File: config.mk
export PLATFORM = sky130hd
export DESIGN_NAME = timer_wheel_expiry_flat
export DESIGN_NICKNAME = d
export VERILOG_FILES = /design/src/sv/twe_pkg.sv /design/src/sv/twe_ifs.sv /design/src/sv/twe_ram.sv /design/src/sv/twe_div.sv /design/src/sv/twe_datapath.sv /design/src/sv/twe_ctrl.sv /design/src/sv/timer_wheel_expiry.sv /design/src/flat_wrapper.sv
export SDC_FILE = /design/constraint.sdc
export NUM_CORES = 1
export LEC_CHECK = 0
export BUFFER_PORTS_ARGS = -buffer_cell sky130_fd_sc_hd__buf_4
export CORE_AREA = 3 3 172 174
export CTS_BUF_LIST = sky130_fd_sc_hd__clkbuf_16
export CTS_CLUSTER_SIZE = 10
export DETAILED_ROUTE_END_ITERATION = 10
export DIE_AREA = 0 0 175 177
export GPL_TIMING_DRIVEN = 0
export HOLD_SLACK_MARGIN = 0.1
export PLACE_DENSITY = 0.84
export SETUP_SLACK_MARGIN = 0.5
export SLEW_MARGIN = 20
export SYNTH_ARGS = -nofsm -noshare
export SYNTH_HDL_FRONTEND = slang
export SYNTH_HIERARCHICAL = 1
export SYNTH_SLANG_ARGS = --single-unit
File: constraint.sdc
create_clock -name clock -period 5 [get_ports clock]
set_input_delay 0.5 -clock clock [delete_from_list [all_inputs] [get_ports clock]]
set_output_delay 0.5 -clock clock [all_outputs]
set_load 0.02 [all_outputs]
File: src/sv/twe_pkg.sv
// Shared types, widths and codes for the timer wheel expiry block.
package twe_pkg;

   // Fixed field widths
   localparam int MODE_W      = 2;
   localparam int ID_W        = 5;
   localparam int TIMEOUT_W   = 16;
   localparam int KIND_W      = 2;
   localparam int SLOT_OUT_W  = 6;
   localparam int INTERVAL_W  = 8;
   localparam int SIU_W       = 7;
   localparam int CSR_DATA_W  = 8;
   localparam int CSR_INDEX_W = 1;

   // Divider: dividend holds current slot + 16-bit tick count, divisor fits 8 bits
   localparam int DIV_W  = 17;
   localparam int DVSR_W = 8;

   // At most this many expiries are reported per tick
   localparam int RESULT_CAP = 32;
   localparam int CNT_W      = $clog2(RESULT_CAP + 1);

   // Parameter defaults
   localparam int DEF_POOL_ENTRIES = 32;
   localparam int DEF_MAX_SLOTS    = 64;

   // Register reset values
   localparam logic [INTERVAL_W-1:0] INTERVAL_RESET = 8'd1;
   localparam logic [SIU_W-1:0]      SIU_RESET      = 7'd64;

   // Register indexes
   localparam logic [CSR_INDEX_W-1:0] CSR_SLOT_PERIOD  = 1'd0;
   localparam logic [CSR_INDEX_W-1:0] CSR_SLOTS_IN_USE = 1'd1;

   // Request modes
   localparam logic [MODE_W-1:0] MODE_ADD    = 2'd0;
   localparam logic [MODE_W-1:0] MODE_REMOVE = 2'd1;
   localparam logic [MODE_W-1:0] MODE_TICK   = 2'd2;

   // Result kinds
   localparam logic [KIND_W-1:0] KIND_ADD        = 2'd0;
   localparam logic [KIND_W-1:0] KIND_REMOVE     = 2'd1;
   localparam logic [KIND_W-1:0] KIND_EXPIRED    = 2'd2;
   localparam logic [KIND_W-1:0] KIND_NO_EXPIRY  = 2'd3;

   // Result status
   localparam logic STATUS_OK   = 1'b0;
   localparam logic STATUS_FAIL = 1'b1;

   typedef enum logic [2:0] {
      ST_IDLE,
      ST_DIV_TICKS,
      ST_DIV_TARGET,
      ST_ADD_OUT,
      ST_REM_OUT,
      ST_TICK_DIV,
      ST_SCAN,
      ST_FLUSH
   } state_type;

   typedef enum logic [1:0] {
      DIVOP_TICKS,
      DIVOP_TARGET,
      DIVOP_TICK
   } div_op_type;

   typedef enum logic [1:0] {
      OUT_ADD,
      OUT_REM,
      OUT_MID,
      OUT_FINAL
   } out_sel_type;

   typedef enum logic [1:0] {
      RA_REQ,
      RA_ID,
      RA_SCAN
   } raddr_sel_type;

   typedef struct packed {
      logic          accept;
      logic          div_start;
      div_op_type    div_op;
      logic          cur_load;
      logic          scan_init;
      logic          scan_adv;
      logic          scan_capture;
      logic          out_load;
      out_sel_type   out_sel;
      raddr_sel_type raddr_sel;
   } cmd_type;

   typedef struct packed {
      logic req_id_ok;
      logic div_done;
      logic out_free;
      logic match;
      logic pend_valid;
      logic scan_at_end;
      logic cap_next;
   } stat_type;

endpackage

File: src/sv/twe_ifs.sv
// Request and response channel interfaces of the timer wheel expiry block.
interface twe_req_if import twe_pkg::*; ();
   logic                 valid;
   logic                 ready;
   logic [MODE_W-1:0]    mode;
   logic [ID_W-1:0]      timer_id;
   logic [TIMEOUT_W-1:0] delay_secs;

   modport source (output valid, output mode, output timer_id, output delay_secs,
                   input ready);
   modport sink (input valid, input mode, input timer_id, input delay_secs,
                 output ready);
endinterface

interface twe_rsp_if import twe_pkg::*; ();
   logic                  valid;
   logic                  ready;
   logic [KIND_W-1:0]     kind;
   logic [ID_W-1:0]       entry_id;
   logic [SLOT_OUT_W-1:0] slot_index;
   logic                  status;
   logic                  last;

   modport source (output valid, output kind, output entry_id, output slot_index,
                   output status, output last, input ready);
   modport sink (input valid, input kind, input entry_id, input slot_index,
                 input status, input last, output ready);
endinterface

File: src/sv/twe_ram.sv
// Generic single-write, single-read RAM with registered read data.
module twe_ram #(
   parameter int WIDTH = 8,
   parameter int DEPTH = 32,
   localparam int AW = (DEPTH > 1) ? $clog2(DEPTH) : 1
) (
   input  logic             clock,
   input  logic             we,
   input  logic [AW-1:0]    waddr,
   input  logic [WIDTH-1:0] wdata,
   input  logic [AW-1:0]    raddr,
   output logic [WIDTH-1:0] rdata
);

   logic [WIDTH-1:0] mem_ff [DEPTH];
   logic [WIDTH-1:0] rdata_ff;

   always_ff @(posedge clock) begin
      if (we) begin
         mem_ff[waddr] <= wdata;
      end
      rdata_ff <= mem_ff[raddr];
   end

   assign rdata = rdata_ff;

endmodule

File: src/sv/twe_div.sv
// Restoring divider, one quotient bit per cycle, gives quotient and remainder.
module twe_div import twe_pkg::*; (
   input  logic              clock,
   input  logic              reset,
   input  logic              start,
   input  logic [DIV_W-1:0]  dividend,
   input  logic [DVSR_W-1:0] divisor,
   output logic              done,
   output logic [DIV_W-1:0]  quotient,
   output logic [DVSR_W-1:0] remainder
);

   localparam int CW = $clog2(DIV_W);

   logic              busy_ff;
   logic              done_ff;
   logic [CW-1:0]     cnt_ff;
   logic [DIV_W-1:0]  quo_ff;
   logic [DVSR_W-1:0] rem_ff;
   logic [DVSR_W-1:0] dvsr_ff;

   logic [DVSR_W:0]   trial;
   logic [DVSR_W:0]   diff;
   logic              fits;
   logic              last_step;

   assign trial     = {rem_ff, quo_ff[DIV_W-1]};
   assign diff      = trial - {1'b0, dvsr_ff};
   assign fits      = (trial >= {1'b0, dvsr_ff});
   assign last_step = (cnt_ff == CW'(DIV_W - 1));

   always_ff @(posedge clock) begin
      if (reset) begin
         busy_ff <= 1'b0;
         done_ff <= 1'b0;
         cnt_ff  <= '0;
      end else begin
         done_ff <= busy_ff && last_step && !start;
         if (start) begin
            busy_ff <= 1'b1;
            cnt_ff  <= '0;
         end else if (busy_ff) begin
            cnt_ff <= cnt_ff + 1'b1;
            if (last_step) begin
               busy_ff <= 1'b0;
            end
         end
      end
   end

   // Shift the dividend out at the top, quotient bits in at the bottom
   always_ff @(posedge clock) begin
      if (start) begin
         quo_ff  <= dividend;
         rem_ff  <= '0;
         dvsr_ff <= divisor;
      end else if (busy_ff) begin
         quo_ff <= {quo_ff[DIV_W-2:0], fits};
         rem_ff <= fits ? diff[DVSR_W-1:0] : trial[DVSR_W-1:0];
      end
   end

   assign done      = done_ff;
   assign quotient  = quo_ff;
   assign remainder = rem_ff;

endmodule

File: src/sv/twe_datapath.sv
// Datapath: registers, armed bits, slot memory, divider, scan and result register.
module twe_datapath import twe_pkg::*; #(
   parameter int POOL_ENTRIES = DEF_POOL_ENTRIES,
   parameter int MAX_SLOTS    = DEF_MAX_SLOTS
) (
   input  logic                   clock,
   input  logic                   reset,
   input  logic                   csr_we,
   input  logic [CSR_INDEX_W-1:0] csr_index,
   input  logic [CSR_DATA_W-1:0]  csr_wdata,
   input  logic [ID_W-1:0]        req_timer_id,
   input  logic [TIMEOUT_W-1:0]   req_delay_secs,
   input  cmd_type                cmd,
   output stat_type               stat,
   input  logic                   rsp_ready,
   output logic                   rsp_valid,
   output logic [KIND_W-1:0]      rsp_kind,
   output logic [ID_W-1:0]        rsp_entry_id,
   output logic [SLOT_OUT_W-1:0]  rsp_slot_index,
   output logic                   rsp_status,
   output logic                   rsp_last
);

   localparam int IW = (POOL_ENTRIES > 1) ? $clog2(POOL_ENTRIES) : 1;
   localparam int SW = $clog2(MAX_SLOTS);

   logic [INTERVAL_W-1:0] slot_period_ff;
   logic [SIU_W-1:0]      slots_in_use_ff;
   logic [SW-1:0]         cur_ff;
   logic [POOL_ENTRIES-1:0] armed_ff;
   logic [ID_W-1:0]       id_ff;
   logic                  id_ok_ff;
   logic [IW-1:0]         idx_ff;
   logic [IW-1:0]         pend_ff;
   logic                  pend_valid_ff;
   logic [CNT_W-1:0]      cnt_ff;

   logic                  out_valid_ff;
   logic [KIND_W-1:0]     out_kind_ff;
   logic [ID_W-1:0]       out_id_ff;
   logic [SLOT_OUT_W-1:0] out_slot_ff;
   logic                  out_status_ff;
   logic                  out_last_ff;

   logic [DVSR_W-1:0]     iv_eff;
   logic [DVSR_W-1:0]     m_eff;
   logic [DIV_W-1:0]      div_dividend;
   logic [DVSR_W-1:0]     div_divisor;
   logic                  div_done;
   logic [DIV_W-1:0]      div_quo;
   logic [DVSR_W-1:0]     div_rem;
   logic [TIMEOUT_W-1:0]  ticks;
   logic [SW-1:0]         div_slot;

   logic                  ram_we;
   logic [IW-1:0]         ram_raddr;
   logic [SW-1:0]         ram_rdata;

   logic                  id_in_pool;
   logic                  at_end;
   logic                  match;
   logic                  rem_ok;
   logic                  out_free;
   logic                  add_commit;
   logic                  rem_commit;

   // Configuration registers
   always_ff @(posedge clock) begin
      if (reset) begin
         slot_period_ff  <= INTERVAL_RESET;
         slots_in_use_ff <= SIU_RESET;
      end else if (csr_we) begin
         unique case (csr_index)
            CSR_SLOT_PERIOD:  slot_period_ff  <= csr_wdata[INTERVAL_W-1:0];
            CSR_SLOTS_IN_USE: slots_in_use_ff <= csr_wdata[SIU_W-1:0];
            default: ;
         endcase
      end
   end

   // Zero interval acts as one; wheel size clamped to 1 .. MAX_SLOTS
   assign iv_eff = (slot_period_ff == '0) ? DVSR_W'(1) : DVSR_W'(slot_period_ff);

   always_comb begin
      if (slots_in_use_ff == '0) begin
         m_eff = DVSR_W'(1);
      end else if (int'(slots_in_use_ff) > MAX_SLOTS) begin
         m_eff = DVSR_W'(MAX_SLOTS);
      end else begin
         m_eff = DVSR_W'(slots_in_use_ff);
      end
   end

   assign ticks    = (div_quo[TIMEOUT_W-1:0] == '0) ? TIMEOUT_W'(1) : div_quo[TIMEOUT_W-1:0];
   assign div_slot = SW'(div_rem);

   always_comb begin
      unique case (cmd.div_op)
         DIVOP_TICKS: begin
            div_dividend = DIV_W'(req_delay_secs);
            div_divisor  = iv_eff;
         end
         DIVOP_TARGET: begin
            div_dividend = DIV_W'(cur_ff) + DIV_W'(ticks);
            div_divisor  = m_eff;
         end
         DIVOP_TICK: begin
            div_dividend = DIV_W'(cur_ff) + DIV_W'(1);
            div_divisor  = m_eff;
         end
         default: begin
            div_dividend = '0;
            div_divisor  = m_eff;
         end
      endcase
   end

   twe_div u_div (
      .clock     (clock),
      .reset     (reset),
      .start     (cmd.div_start),
      .dividend  (div_dividend),
      .divisor   (div_divisor),
      .done      (div_done),
      .quotient  (div_quo),
      .remainder (div_rem)
   );

   // Slot of each armed entry
   assign add_commit = cmd.out_load && (cmd.out_sel == OUT_ADD) && id_ok_ff;
   assign rem_commit = cmd.out_load && (cmd.out_sel == OUT_REM) && rem_ok;
   assign ram_we     = add_commit;
   assign at_end     = (idx_ff == IW'(POOL_ENTRIES - 1));

   always_comb begin
      unique case (cmd.raddr_sel)
         RA_REQ:  ram_raddr = IW'(req_timer_id);
         RA_ID:   ram_raddr = IW'(id_ff);
         RA_SCAN: ram_raddr = (cmd.scan_adv && !at_end) ? idx_ff + 1'b1 : idx_ff;
         default: ram_raddr = idx_ff;
      endcase
   end

   twe_ram #(
      .WIDTH (SW),
      .DEPTH (POOL_ENTRIES)
   ) u_slot_ram (
      .clock (clock),
      .we    (ram_we),
      .waddr (IW'(id_ff)),
      .wdata (div_slot),
      .raddr (ram_raddr),
      .rdata (ram_rdata)
   );

   assign id_in_pool = (int'(req_timer_id) < POOL_ENTRIES);
   assign match      = armed_ff[idx_ff] && (ram_rdata == cur_ff);
   assign rem_ok     = id_ok_ff && armed_ff[IW'(id_ff)];
   assign out_free   = !out_valid_ff || rsp_ready;

   // Latched request id
   always_ff @(posedge clock) begin
      if (cmd.accept) begin
         id_ff    <= req_timer_id;
         id_ok_ff <= id_in_pool;
      end
   end

   // Armed bits and current slot
   always_ff @(posedge clock) begin
      if (reset) begin
         armed_ff <= '0;
         cur_ff   <= '0;
      end else begin
         if (add_commit) begin
            armed_ff[IW'(id_ff)] <= 1'b1;
         end
         if (rem_commit) begin
            armed_ff[IW'(id_ff)] <= 1'b0;
         end
         if (cmd.scan_capture) begin
            armed_ff[idx_ff] <= 1'b0;
         end
         if (cmd.cur_load) begin
            cur_ff <= div_slot;
         end
      end
   end

   // Scan index, one pending match held back to mark the last
   always_ff @(posedge clock) begin
      if (reset) begin
         idx_ff        <= '0;
         pend_valid_ff <= 1'b0;
         cnt_ff        <= '0;
      end else if (cmd.scan_init) begin
         idx_ff        <= '0;
         pend_valid_ff <= 1'b0;
         cnt_ff        <= '0;
      end else begin
         if (cmd.scan_adv) begin
            idx_ff <= idx_ff + 1'b1;
         end
         if (cmd.scan_capture) begin
            pend_valid_ff <= 1'b1;
            cnt_ff        <= cnt_ff + 1'b1;
         end
      end
   end

   always_ff @(posedge clock) begin
      if (cmd.scan_capture) begin
         pend_ff <= idx_ff;
      end
   end

   // Result register
   always_ff @(posedge clock) begin
      if (reset) begin
         out_valid_ff <= 1'b0;
      end else if (cmd.out_load) begin
         out_valid_ff <= 1'b1;
      end else if (rsp_ready) begin
         out_valid_ff <= 1'b0;
      end
   end

   always_ff @(posedge clock) begin
      if (cmd.out_load) begin
         unique case (cmd.out_sel)
            OUT_ADD: begin
               out_kind_ff   <= KIND_ADD;
               out_id_ff     <= id_ff;
               out_slot_ff   <= id_ok_ff ? SLOT_OUT_W'(div_slot) : '0;
               out_status_ff <= id_ok_ff ? STATUS_OK : STATUS_FAIL;
               out_last_ff   <= 1'b1;
            end
            OUT_REM: begin
               out_kind_ff   <= KIND_REMOVE;
               out_id_ff     <= id_ff;
               out_slot_ff   <= rem_ok ? SLOT_OUT_W'(ram_rdata) : '0;
               out_status_ff <= rem_ok ? STATUS_OK : STATUS_FAIL;
               out_last_ff   <= 1'b1;
            end
            OUT_MID: begin
               out_kind_ff   <= KIND_EXPIRED;
               out_id_ff     <= ID_W'(pend_ff);
               out_slot_ff   <= SLOT_OUT_W'(cur_ff);
               out_status_ff <= STATUS_OK;
               out_last_ff   <= 1'b0;
            end
            OUT_FINAL: begin
               out_kind_ff   <= pend_valid_ff ? KIND_EXPIRED : KIND_NO_EXPIRY;
               out_id_ff     <= pend_valid_ff ? ID_W'(pend_ff) : '0;
               out_slot_ff   <= SLOT_OUT_W'(cur_ff);
               out_status_ff <= STATUS_OK;
               out_last_ff   <= 1'b1;
            end
            default: ;
         endcase
      end
   end

   assign rsp_valid      = out_valid_ff;
   assign rsp_kind       = out_kind_ff;
   assign rsp_entry_id   = out_id_ff;
   assign rsp_slot_index = out_slot_ff;
   assign rsp_status     = out_status_ff;
   assign rsp_last       = out_last_ff;

   assign stat.req_id_ok   = id_in_pool;
   assign stat.div_done    = div_done;
   assign stat.out_free    = out_free;
   assign stat.match       = match;
   assign stat.pend_valid  = pend_valid_ff;
   assign stat.scan_at_end = at_end;
   assign stat.cap_next    = (cnt_ff == CNT_W'(RESULT_CAP - 1));

   a_cap_bound: assert property (@(posedge clock) disable iff (reset)
      int'(cnt_ff) <= RESULT_CAP)
      else $error("expiry count beyond cap");

   a_capture_armed: assert property (@(posedge clock) disable iff (reset)
      cmd.scan_capture |-> armed_ff[idx_ff])
      else $error("captured an entry that was not armed");

   a_load_free: assert property (@(posedge clock) disable iff (reset)
      cmd.out_load |-> out_free)
      else $error("result register overwritten while held");

   a_cur_in_wheel: assert property (@(posedge clock) disable iff (reset)
      cmd.cur_load |=> (int'(cur_ff) < int'(m_eff)))
      else $error("current slot outside wheel");

endmodule

File: src/sv/twe_ctrl.sv
// Controller state machine sequencing add, remove and tick transactions.
module twe_ctrl import twe_pkg::*; (
   input  logic              clock,
   input  logic              reset,
   input  logic              req_valid,
   input  logic [MODE_W-1:0] req_mode,
   output logic              req_ready,
   input  stat_type          stat,
   output cmd_type           cmd
);

   state_type state_ff;
   state_type state_in;
   logic      stall;

   always_ff @(posedge clock) begin
      if (reset) begin
         state_ff <= ST_IDLE;
      end else begin
         state_ff <= state_in;
      end
   end

   // Hold the scan when a match arrives while one is pending and the result register is busy
   assign stall = stat.match && stat.pend_valid && !stat.out_free;

   always_comb begin
      state_in         = state_ff;
      req_ready        = 1'b0;
      cmd.accept       = 1'b0;
      cmd.div_start    = 1'b0;
      cmd.div_op       = DIVOP_TICKS;
      cmd.cur_load     = 1'b0;
      cmd.scan_init    = 1'b0;
      cmd.scan_adv     = 1'b0;
      cmd.scan_capture = 1'b0;
      cmd.out_load     = 1'b0;
      cmd.out_sel      = OUT_ADD;
      cmd.raddr_sel    = RA_SCAN;

      unique case (state_ff)
         ST_IDLE: begin
            req_ready     = 1'b1;
            cmd.raddr_sel = RA_REQ;
            if (req_valid) begin
               cmd.accept = 1'b1;
               if (req_mode == MODE_ADD) begin
                  if (stat.req_id_ok) begin
                     cmd.div_start = 1'b1;
                     cmd.div_op    = DIVOP_TICKS;
                     state_in      = ST_DIV_TICKS;
                  end else begin
                     state_in = ST_ADD_OUT;
                  end
               end else if (req_mode == MODE_REMOVE) begin
                  state_in = ST_REM_OUT;
               end else if (req_mode == MODE_TICK) begin
                  cmd.div_start = 1'b1;
                  cmd.div_op    = DIVOP_TICK;
                  cmd.scan_init = 1'b1;
                  state_in      = ST_TICK_DIV;
               end
            end
         end
         ST_DIV_TICKS: begin
            if (stat.div_done) begin
               cmd.div_start = 1'b1;
               cmd.div_op    = DIVOP_TARGET;
               state_in      = ST_DIV_TARGET;
            end
         end
         ST_DIV_TARGET: begin
            cmd.div_op = DIVOP_TARGET;
            if (stat.div_done) begin
               state_in = ST_ADD_OUT;
            end
         end
         ST_ADD_OUT: begin
            if (stat.out_free) begin
               cmd.out_load = 1'b1;
               cmd.out_sel  = OUT_ADD;
               state_in     = ST_IDLE;
            end
         end
         ST_REM_OUT: begin
            cmd.raddr_sel = RA_ID;
            if (stat.out_free) begin
               cmd.out_load = 1'b1;
               cmd.out_sel  = OUT_REM;
               state_in     = ST_IDLE;
            end
         end
         ST_TICK_DIV: begin
            cmd.div_op = DIVOP_TICK;
            if (stat.div_done) begin
               cmd.cur_load = 1'b1;
               state_in     = ST_SCAN;
            end
         end
         ST_SCAN: begin
            if (!stall) begin
               cmd.scan_adv = 1'b1;
               if (stat.match) begin
                  cmd.scan_capture = 1'b1;
                  if (stat.pend_valid) begin
                     cmd.out_load = 1'b1;
                     cmd.out_sel  = OUT_MID;
                  end
               end
               if (stat.scan_at_end || (stat.match && stat.cap_next)) begin
                  state_in = ST_FLUSH;
               end
            end
         end
         ST_FLUSH: begin
            if (stat.out_free) begin
               cmd.out_load = 1'b1;
               cmd.out_sel  = OUT_FINAL;
               state_in     = ST_IDLE;
            end
         end
         default: begin
            state_in = ST_IDLE;
         end
      endcase
   end

endmodule

File: src/sv/timer_wheel_expiry.sv
// Top level of the timer wheel expiry block: hashed timing wheel over a pool of timers.
//
// Usage:
//   req_chan (sink) carries one transaction per operation: mode add, remove or tick,
//   plus timer_id and delay_secs. rsp_chan (source) returns results with kind,
//   entry_id, slot_index, status and last; last marks the final result of a request.
//   csr_we/csr_index/csr_wdata write the slot period (index 0) and slots_in_use
//   (index 1); write them only while the block is idle.
// Timing:
//   Add: for an id within the pool, two passes of the bit-serial divider
//   (timeout / interval, then the slot modulo) before the result is loaded.
//   Remove: no divider pass; the slot comes from the registered read of the slot memory.
//   Tick: a modulo pass of the divider, then a scan of one pool entry per cycle
//   while the scan does not stall; up to 32 results.
//   One request in flight: the next is taken the cycle after the last result is
//   loaded, even while it waits.
// Reset: synchronous, active high; current slot 0, nothing armed, interval 1,
//   64 slots. The slot memory needs no clearing pass.
// Stall: while rsp_chan is not ready, the result register holds and the scan
//   waits at the next matching entry; nothing is dropped.
module timer_wheel_expiry import twe_pkg::*; #(
   parameter int POOL_ENTRIES = DEF_POOL_ENTRIES,
   parameter int MAX_SLOTS    = DEF_MAX_SLOTS
) (
   input  logic                   clock,
   input  logic                   reset,
   twe_req_if.sink                req_chan,
   twe_rsp_if.source              rsp_chan,
   input  logic                   csr_we,
   input  logic [CSR_INDEX_W-1:0] csr_index,
   input  logic [CSR_DATA_W-1:0]  csr_wdata
);

   cmd_type  cmd;
   stat_type stat;
   logic     req_ready;

   // Sequence each transaction
   twe_ctrl u_ctrl (
      .clock     (clock),
      .reset     (reset),
      .req_valid (req_chan.valid),
      .req_mode  (req_chan.mode),
      .req_ready (req_ready),
      .stat      (stat),
      .cmd       (cmd)
   );

   assign req_chan.ready = req_ready;

   // Hold the wheel state and drive the result register
   twe_datapath #(
      .POOL_ENTRIES (POOL_ENTRIES),
      .MAX_SLOTS    (MAX_SLOTS)
   ) u_datapath (
      .clock           (clock),
      .reset           (reset),
      .csr_we          (csr_we),
      .csr_index       (csr_index),
      .csr_wdata       (csr_wdata),
      .req_timer_id    (req_chan.timer_id),
      .req_delay_secs  (req_chan.delay_secs),
      .cmd             (cmd),
      .stat            (stat),
      .rsp_ready       (rsp_chan.ready),
      .rsp_valid       (rsp_chan.valid),
      .rsp_kind        (rsp_chan.kind),
      .rsp_entry_id    (rsp_chan.entry_id),
      .rsp_slot_index  (rsp_chan.slot_index),
      .rsp_status      (rsp_chan.status),
      .rsp_last        (rsp_chan.last)
   );

endmodule
File: src/flat_wrapper.sv
// flat-port wrapper written by rule: the top's interface ports become plain ports
module timer_wheel_expiry_flat import twe_pkg::*;
#(
   parameter int POOL_ENTRIES = DEF_POOL_ENTRIES,
   parameter int MAX_SLOTS    = DEF_MAX_SLOTS
)
  (clock, reset, csr_we, csr_index, csr_wdata, req_chan_valid, req_chan_mode, req_chan_timer_id, req_chan_delay_secs, req_chan_ready, rsp_chan_valid, rsp_chan_kind, rsp_chan_entry_id, rsp_chan_slot_index, rsp_chan_status, rsp_chan_last, rsp_chan_ready);
  twe_req_if req_chan_i ();
  twe_rsp_if rsp_chan_i ();
  input  logic clock;
  input  logic reset;
  input  logic csr_we;
  input  logic [CSR_INDEX_W-1:0] csr_index;
  input  logic [CSR_DATA_W-1:0] csr_wdata;
  input wire logic [$bits(req_chan_i.valid)-1:0] req_chan_valid;
  input wire logic [$bits(req_chan_i.mode)-1:0] req_chan_mode;
  input wire logic [$bits(req_chan_i.timer_id)-1:0] req_chan_timer_id;
  input wire logic [$bits(req_chan_i.delay_secs)-1:0] req_chan_delay_secs;
  output wire logic [$bits(req_chan_i.ready)-1:0] req_chan_ready;
  output wire logic [$bits(rsp_chan_i.valid)-1:0] rsp_chan_valid;
  output wire logic [$bits(rsp_chan_i.kind)-1:0] rsp_chan_kind;
  output wire logic [$bits(rsp_chan_i.entry_id)-1:0] rsp_chan_entry_id;
  output wire logic [$bits(rsp_chan_i.slot_index)-1:0] rsp_chan_slot_index;
  output wire logic [$bits(rsp_chan_i.status)-1:0] rsp_chan_status;
  output wire logic [$bits(rsp_chan_i.last)-1:0] rsp_chan_last;
  input wire logic [$bits(rsp_chan_i.ready)-1:0] rsp_chan_ready;
  assign req_chan_i.valid = req_chan_valid;
  assign req_chan_i.mode = req_chan_mode;
  assign req_chan_i.timer_id = req_chan_timer_id;
  assign req_chan_i.delay_secs = req_chan_delay_secs;
  assign req_chan_ready = req_chan_i.ready;
  assign rsp_chan_valid = rsp_chan_i.valid;
  assign rsp_chan_kind = rsp_chan_i.kind;
  assign rsp_chan_entry_id = rsp_chan_i.entry_id;
  assign rsp_chan_slot_index = rsp_chan_i.slot_index;
  assign rsp_chan_status = rsp_chan_i.status;
  assign rsp_chan_last = rsp_chan_i.last;
  assign rsp_chan_i.ready = rsp_chan_ready;
  timer_wheel_expiry #(.POOL_ENTRIES(POOL_ENTRIES), .MAX_SLOTS(MAX_SLOTS)) u_core (.clock(clock), .reset(reset), .req_chan(req_chan_i), .rsp_chan(rsp_chan_i), .csr_we(csr_we), .csr_index(csr_index), .csr_wdata(csr_wdata));
endmodule
### After elaboration in Yosys (flattened, before gate mapping)

Memory sizes are Yosys's and may differ from the RTL's. A register that Yosys moved wholly into a read port is not among the register bits.
Cells that the tools add are included.

| cells by class | value |
|---|---|
| $add $sub $neg | 6 |
| order comparisons | 6 |
| equality and inequality tests | 28 |
| mux-type cells | 76 |
| bitwise operators | 6 |
| reductions and logical operators | 38 |

Operators with widths:

| operator | count |
|---|---|
| two-way mux 32 bit | 5 |
| AND 32 bit | 2 |
| inverter 32 bit | 2 |
| two-way mux 3 bit | 18 |
| case mux 17 bit (3 select lines) | 1 |
| two-way mux 17 bit | 2 |
| bitwise OR 32 bit | 1 |
| case mux 5 bit (3 select lines) | 2 |
| two-way mux 8 bit | 3 |
| two-way mux 1 bit | 22 |
| case mux 3 bit (6 select lines) | 1 |
| case mux 6 bit (3 select lines) | 1 |
| adder 6 x 16 -> 17 bit | 1 |
| logical NOT 16 bit | 1 |
| two-way mux 16 bit | 1 |
| case mux 2 bit (4 select lines) | 2 |
| two-way mux 5 bit | 3 |
| two-way mux 7 bit | 2 |
| == test 3 bit, second input constant | 4 |
| logical AND 1 bit | 12 |
| less-than comparator 5 x 6 -> 1 bit, second input constant | 2 |
| != test 2 bit, second input constant | 6 |
| case mux 3 bit (4 select lines) | 1 |
| adder 5 x 1 -> 5 bit, second input constant | 2 |
| 34 further kinds | 63 |

| word-level totals | value |
|---|---|
| register bits | 134 |
| memory bits (writable) | 192 |
| bits of input ports | 37 |
| output and inout port bits | 17 |
| logic and storage cells | 183 |
| memories | 1 |

Memory list:

| memory | depth | bits a word | rd ports | clocked after memory_dff | write ports | RTL line | RTL |
|---|---|---|---|---|---|---|---|
| u_core.u_datapath.u_slot_ram.mem_ff | 32 | 6 | 1 | 1 | 1 | twe_ram.sv:15 | `logic [WIDTH-1:0] mem_ff [DEPTH];` |

### Depth between registers and ports, before layout

| logic depth | value |
|---|---|
| depth after elaboration | 16 |
| gate-level depth with buffers | 19 |
| mapped depth without buffers | 14 |

### Modules after synthesis

Netlist, hierarchy kept.

Modules (own cells, without submodules):

| module | instances | cells an instance | area an instance (µm²) | seq. area each (µm²) |
|---|---|---|---|---|
| twe_ram | 1 | 323 | 7589.8 | 5885.6 |
| twe_datapath | 1 | 665 | 5749.3 | 2072.0 |
| twe_div | 1 | 169 | 2006.9 | 1051.0 |
| twe_ctrl | 1 | 58 | 400.4 | 60.1 |

### Worst setup path before layout

Ideal clock, no wire load.

| path | value |
|---|---|
| kind | flip-flop to flip-flop |
| from | reg u_core.u_datapath.idx_ff[1] |
| to | reg u_core.u_datapath.u_slot_ram.rdata_ff[0] (netlist: u_core/u_datapath/u_slot_ram/rdata[0]), read port of u_core.u_datapath.u_slot_ram.mem_ff |
| arrival | 4814 ps |
| required time | 4879 ps |
| setup slack | 65 ps |
| stages on the path, launching flop included | 19 |
| buffers on the path | 5 |
| clock period less this slack | 4935 ps |
| path through | dfxtp_1 buf_2 mux4_2 a221oi_1 a31oi_1 buf_4 nand3b_1 nor3b_1 clkbuf_1 nor3b_1 nand2_1 xnor2_1 nand2_1 o21ai_0 clkbuf_1 clkbuf_1 mux4_2 mux4_2 mux2_2 |

RTL lines:

| element | RTL line | RTL |
|---|---|---|
| from (decl) | twe_datapath.sv:33 | `logic [IW-1:0] idx_ff;` |
| from (signal assigned) | twe_datapath.sv:202 | `idx_ff <= idx_ff + 1'b1;` |
| to (decl) | twe_ram.sv:16 | `logic [WIDTH-1:0] rdata_ff;` |

==> flow_summary.json <==
{
  "m1WireLength_um": 15300,
  "crit_buf_inv": 5,
  "drt_iter0_markers": 1480,
  "critical_path_class": "flip-flop to flip-flop",
  "power_w": 0.00733,
  "outcome": "complete, no violations",
  "utilization": 0.652,
  "synth_seq_area_share": 0.576,
  "rsz0062_at_grt": "yes",
  "path_common_cell": "mux4_2",
  "synthArstFlopShare": 0,
  "cts_root_buf": "clkbuf_16",
  "irDropWorstVdd_uv": 270,
  "grt_max_degree": 38,
  "cp.required_ps": 5420,
  "ant_nets": 0,
  "hold_class": "primary input to flip-flop",
  "cts.reportedPaths.clkPinSlew_ps": 50,
  "period_needed_ps": 4610,
  "path_cells": "mux4_2, a22o_1, a221oi_2, a31oi_1, buf_4, nand3b_1, nor3b_4, clkbuf_8, nor3b_4, xnor2_1, nand2_1, o21ai_2, buf_6, buf_6, buf_16, mux4_2, mux4_2, mux2_2",
  "route.met2.wl_um": 20000,
  "cp-end-kind": "flip-flop",
  "relSlewSlack": 0.299,
  "synth_top_area_share": 0.462,
  "fp-row-count": 61,
  "htreeDepth": 2,
  "syn_nets": 1277,
  "fmax_mhz": 217,
  "ys.flop_type": "edfxtp_1",
  "maxCapViolCount": 0,
  "core_area_um2": 27900,
  "final-max-slew-violation-count": 0,
  "cts_hold_buf": 0,
  "synth_cells": 1215,
  "clock-sinks": 332,
  "die_area_um2": 31000,
  "via_per_inst": 6.52,
  "nets": 1386,
  "cp_top_family": "multiplexers",
  "post-route-drc-count": 0,
  "arrival_ps": 5030,
  "avgRoutedWirePerCell_um": 23.8,
  "critPathSlowestCell": "mux4_2",
  "synth_edf_count": 242,
  "synth_top_cell_by_area": "edfxtp_1",
  "grt_overflow": 0,
  "die_h_um": 177,
  "start_util": 0.564,
  "setup_violations": 0,
  "cts_buffer_depth": 3,
  "cts_tree": "yes",
  "drive_gt1_frac": 0.223,
  "cts_buffers": 39,
  "ios": 54,
  "grt_pass1_vias": 11000,
  "worst-path-max-fanout": 6,
  "power-per-cell-area_nw_per_um2": 403,
  "final_common_cell": "edfxtp_1",
  "top_layer_used": "met5",
  "area_growth_pct": 15.7,
  "die_width_um": 175,
  "synthesis.area_um2": 15700,
  "period_share": 0.922,
  "wl_um": 41100,
  "grt_pass1_wl_um": 62900,
  "slowest_delay_ps": 540,
  "grt_usage": 0.264,
  "wl_met3_um": 3880,
  "gp_congestion": 0.932,
  "ys_types": 74,
  "synth_area_leaders": "edfxtp_1, dfxtp_1, mux4_2, a21oi_1, mux2i_1",
  "dr.pass1.iters": 6,
  "dp_hpwl_um": 25800,
  "clock_latency_ps": 540,
  "final_cell_mix": "edfxtp_1, nand2_1, dfxtp_1, nor2_1, buf_4",
  "start_kind": "flip-flop",
  "tightest_slew_ps": 1040,
  "finalHoldViolations": 0,
  "vias": 11200,
  "postSynthAreaPerCell_um2": 13.0,
  "diodes": 0,
  "antenna_found_initial": 2,
  "leakage_nw": 6.28,
  "yosys_warnings": 6,
  "port_buffers": 51,
  "fin_skew_ps": 33.6,
  "synth_seq_cells": 332
}
[routing by layer]
| metal | global-route usage | vias up |
|---|---|---|
| met3 | 0.0553 | 163 |
| met4 | 0.110 | 4 |
| met5 | 0 | - |
| met1 | 0.343 | 5539 |
| met2 | 0.436 | 663 |
| li1 | - | 4869 |
[layout make-up]
type                       count  area [um2]
fill                        1952        9720
sequential                   332        9080
multi-input combinational    764        6290
clock buffer                  40        1000
timing repair buffer          68         571
buffer                        86         544
tap                          378         473
clock inverter                23         130
inverter                      33         124
[power breakdown]
group / internal [W] / switching (W) / total, W
Sequential: 0.00326 / 0.000291 / 0.00356
Combinational: 0.000566 / 0.000672 / 0.00124
Clock: 0.00148 / 0.00106 / 0.00254
Total: 0.00531 / 0.00202 / 0.00733
[path summary, 6_finish.rpt]
kind	start	endpoint	slack (ps)	depth (start not counted)
max	u_core/u_datapath/idx_ff[1]	u_core/u_datapath/u_slot_ram/rdata[4]	390	18
min	req_chan_timer_id[2]	u_core/u_datapath/id_ff[2]	180	1
max reg2reg	u_core/u_datapath/idx_ff[1]	u_core/u_datapath/u_slot_ram/rdata[4]	390	18
min reg2reg	u_core/u_datapath/slots_in_use_ff[0]	u_core/u_datapath/slots_in_use_ff[0]	460	2
[cell usage after synthesis (7+ instances only)]
cell type,instances
a211o_1,27
a21oi_1,74
a31o_1,7
a31oi_1,35
and3_1,7
buf_1,11
buf_4,11
buf_6,11
clkbuf_1,47
dfxtp_1,90
edfxtp_1,242
ha_1,23
inv_1,33
mux2_2,24
mux2i_1,35
mux4_2,68
nand2_1,88
nand2b_1,18
nand3_1,24
nand3b_1,10
nand4_1,11
nor2_1,90
nor3_1,13
nor4_1,14
o21ai_0,40
o22ai_1,9
xnor2_1,15
xor2_1,21
[sequential cells by signal, summed over array words and instances (netlist names), 2 cells and up]
signal / cells
u_core/u_datapath/slots_in_use_ff: 7
u_core/u_ctrl/state_ff: 3
u_core/u_datapath/u_div/quotient: 17
u_core/u_datapath/armed_ff: 32
u_core/u_datapath/rsp_entry_id: 5
u_core/u_datapath/u_div/remainder: 8
u_core/u_datapath/pend_ff: 5
u_core/u_datapath/rsp_kind: 2
u_core/u_datapath/rsp_slot_index: 6
u_core/u_datapath/u_div/dvsr_ff: 8
u_core/u_datapath/cnt_ff: 6
u_core/u_datapath/slot_period_ff: 8
u_core/u_datapath/u_div/cnt_ff: 5
u_core/u_datapath/id_ff: 5
u_core/u_datapath/idx_ff: 5
u_core/u_datapath/u_slot_ram/rdata: 6
u_core/u_datapath/u_slot_ram/mem_ff: 192
u_core/u_datapath/cur_ff: 6
[per-stage QoR]
step | cells | setup WS (ps) | hold WS (ps) | setup TNS [ps] | area [um2]
3_5_place_dp | 1645 | -667 | 448 | -39020 | 16600
2_1_floorplan | 1215 | 558 | 429 | 0 | 15800
5_1_grt | 1724 | 274 | 173 | 0 | 18200
6_report | 1724 | 389 | 184 | 0 | 18200
3_3_place_gp | 1644 | -574 | 443 | -28150 | 16600
4_1_cts | 1722 | 442 | 166 | 0 | 18100
[cell families after synthesis]
group / Yosys count / synth area share
flip-flops: 332 / 0.576
buffers and inverters: 119 / 0.0367
adder cells (fa/ha/maj): 25 / 0.0208
multiplexers: 127 / 0.137
XOR/XNOR: 36 / 0.0200
AO/OA/AOI/OAI: 247 / 0.103
other: 1 / 0.000238
AND/OR/NAND/NOR: 328 / 0.107
[what timing repair did]
| item | in CTS | in global routing |
|---|---|---|
| gates resized for setup | 60 | 19 |
| setup endpoints to repair | 230 | 199 |
| setup buffers | 12 | 2 |
| pin swaps | 4 | 2 |
| cloned | 2 | 0 |
(Power assumes the default switching activity.)
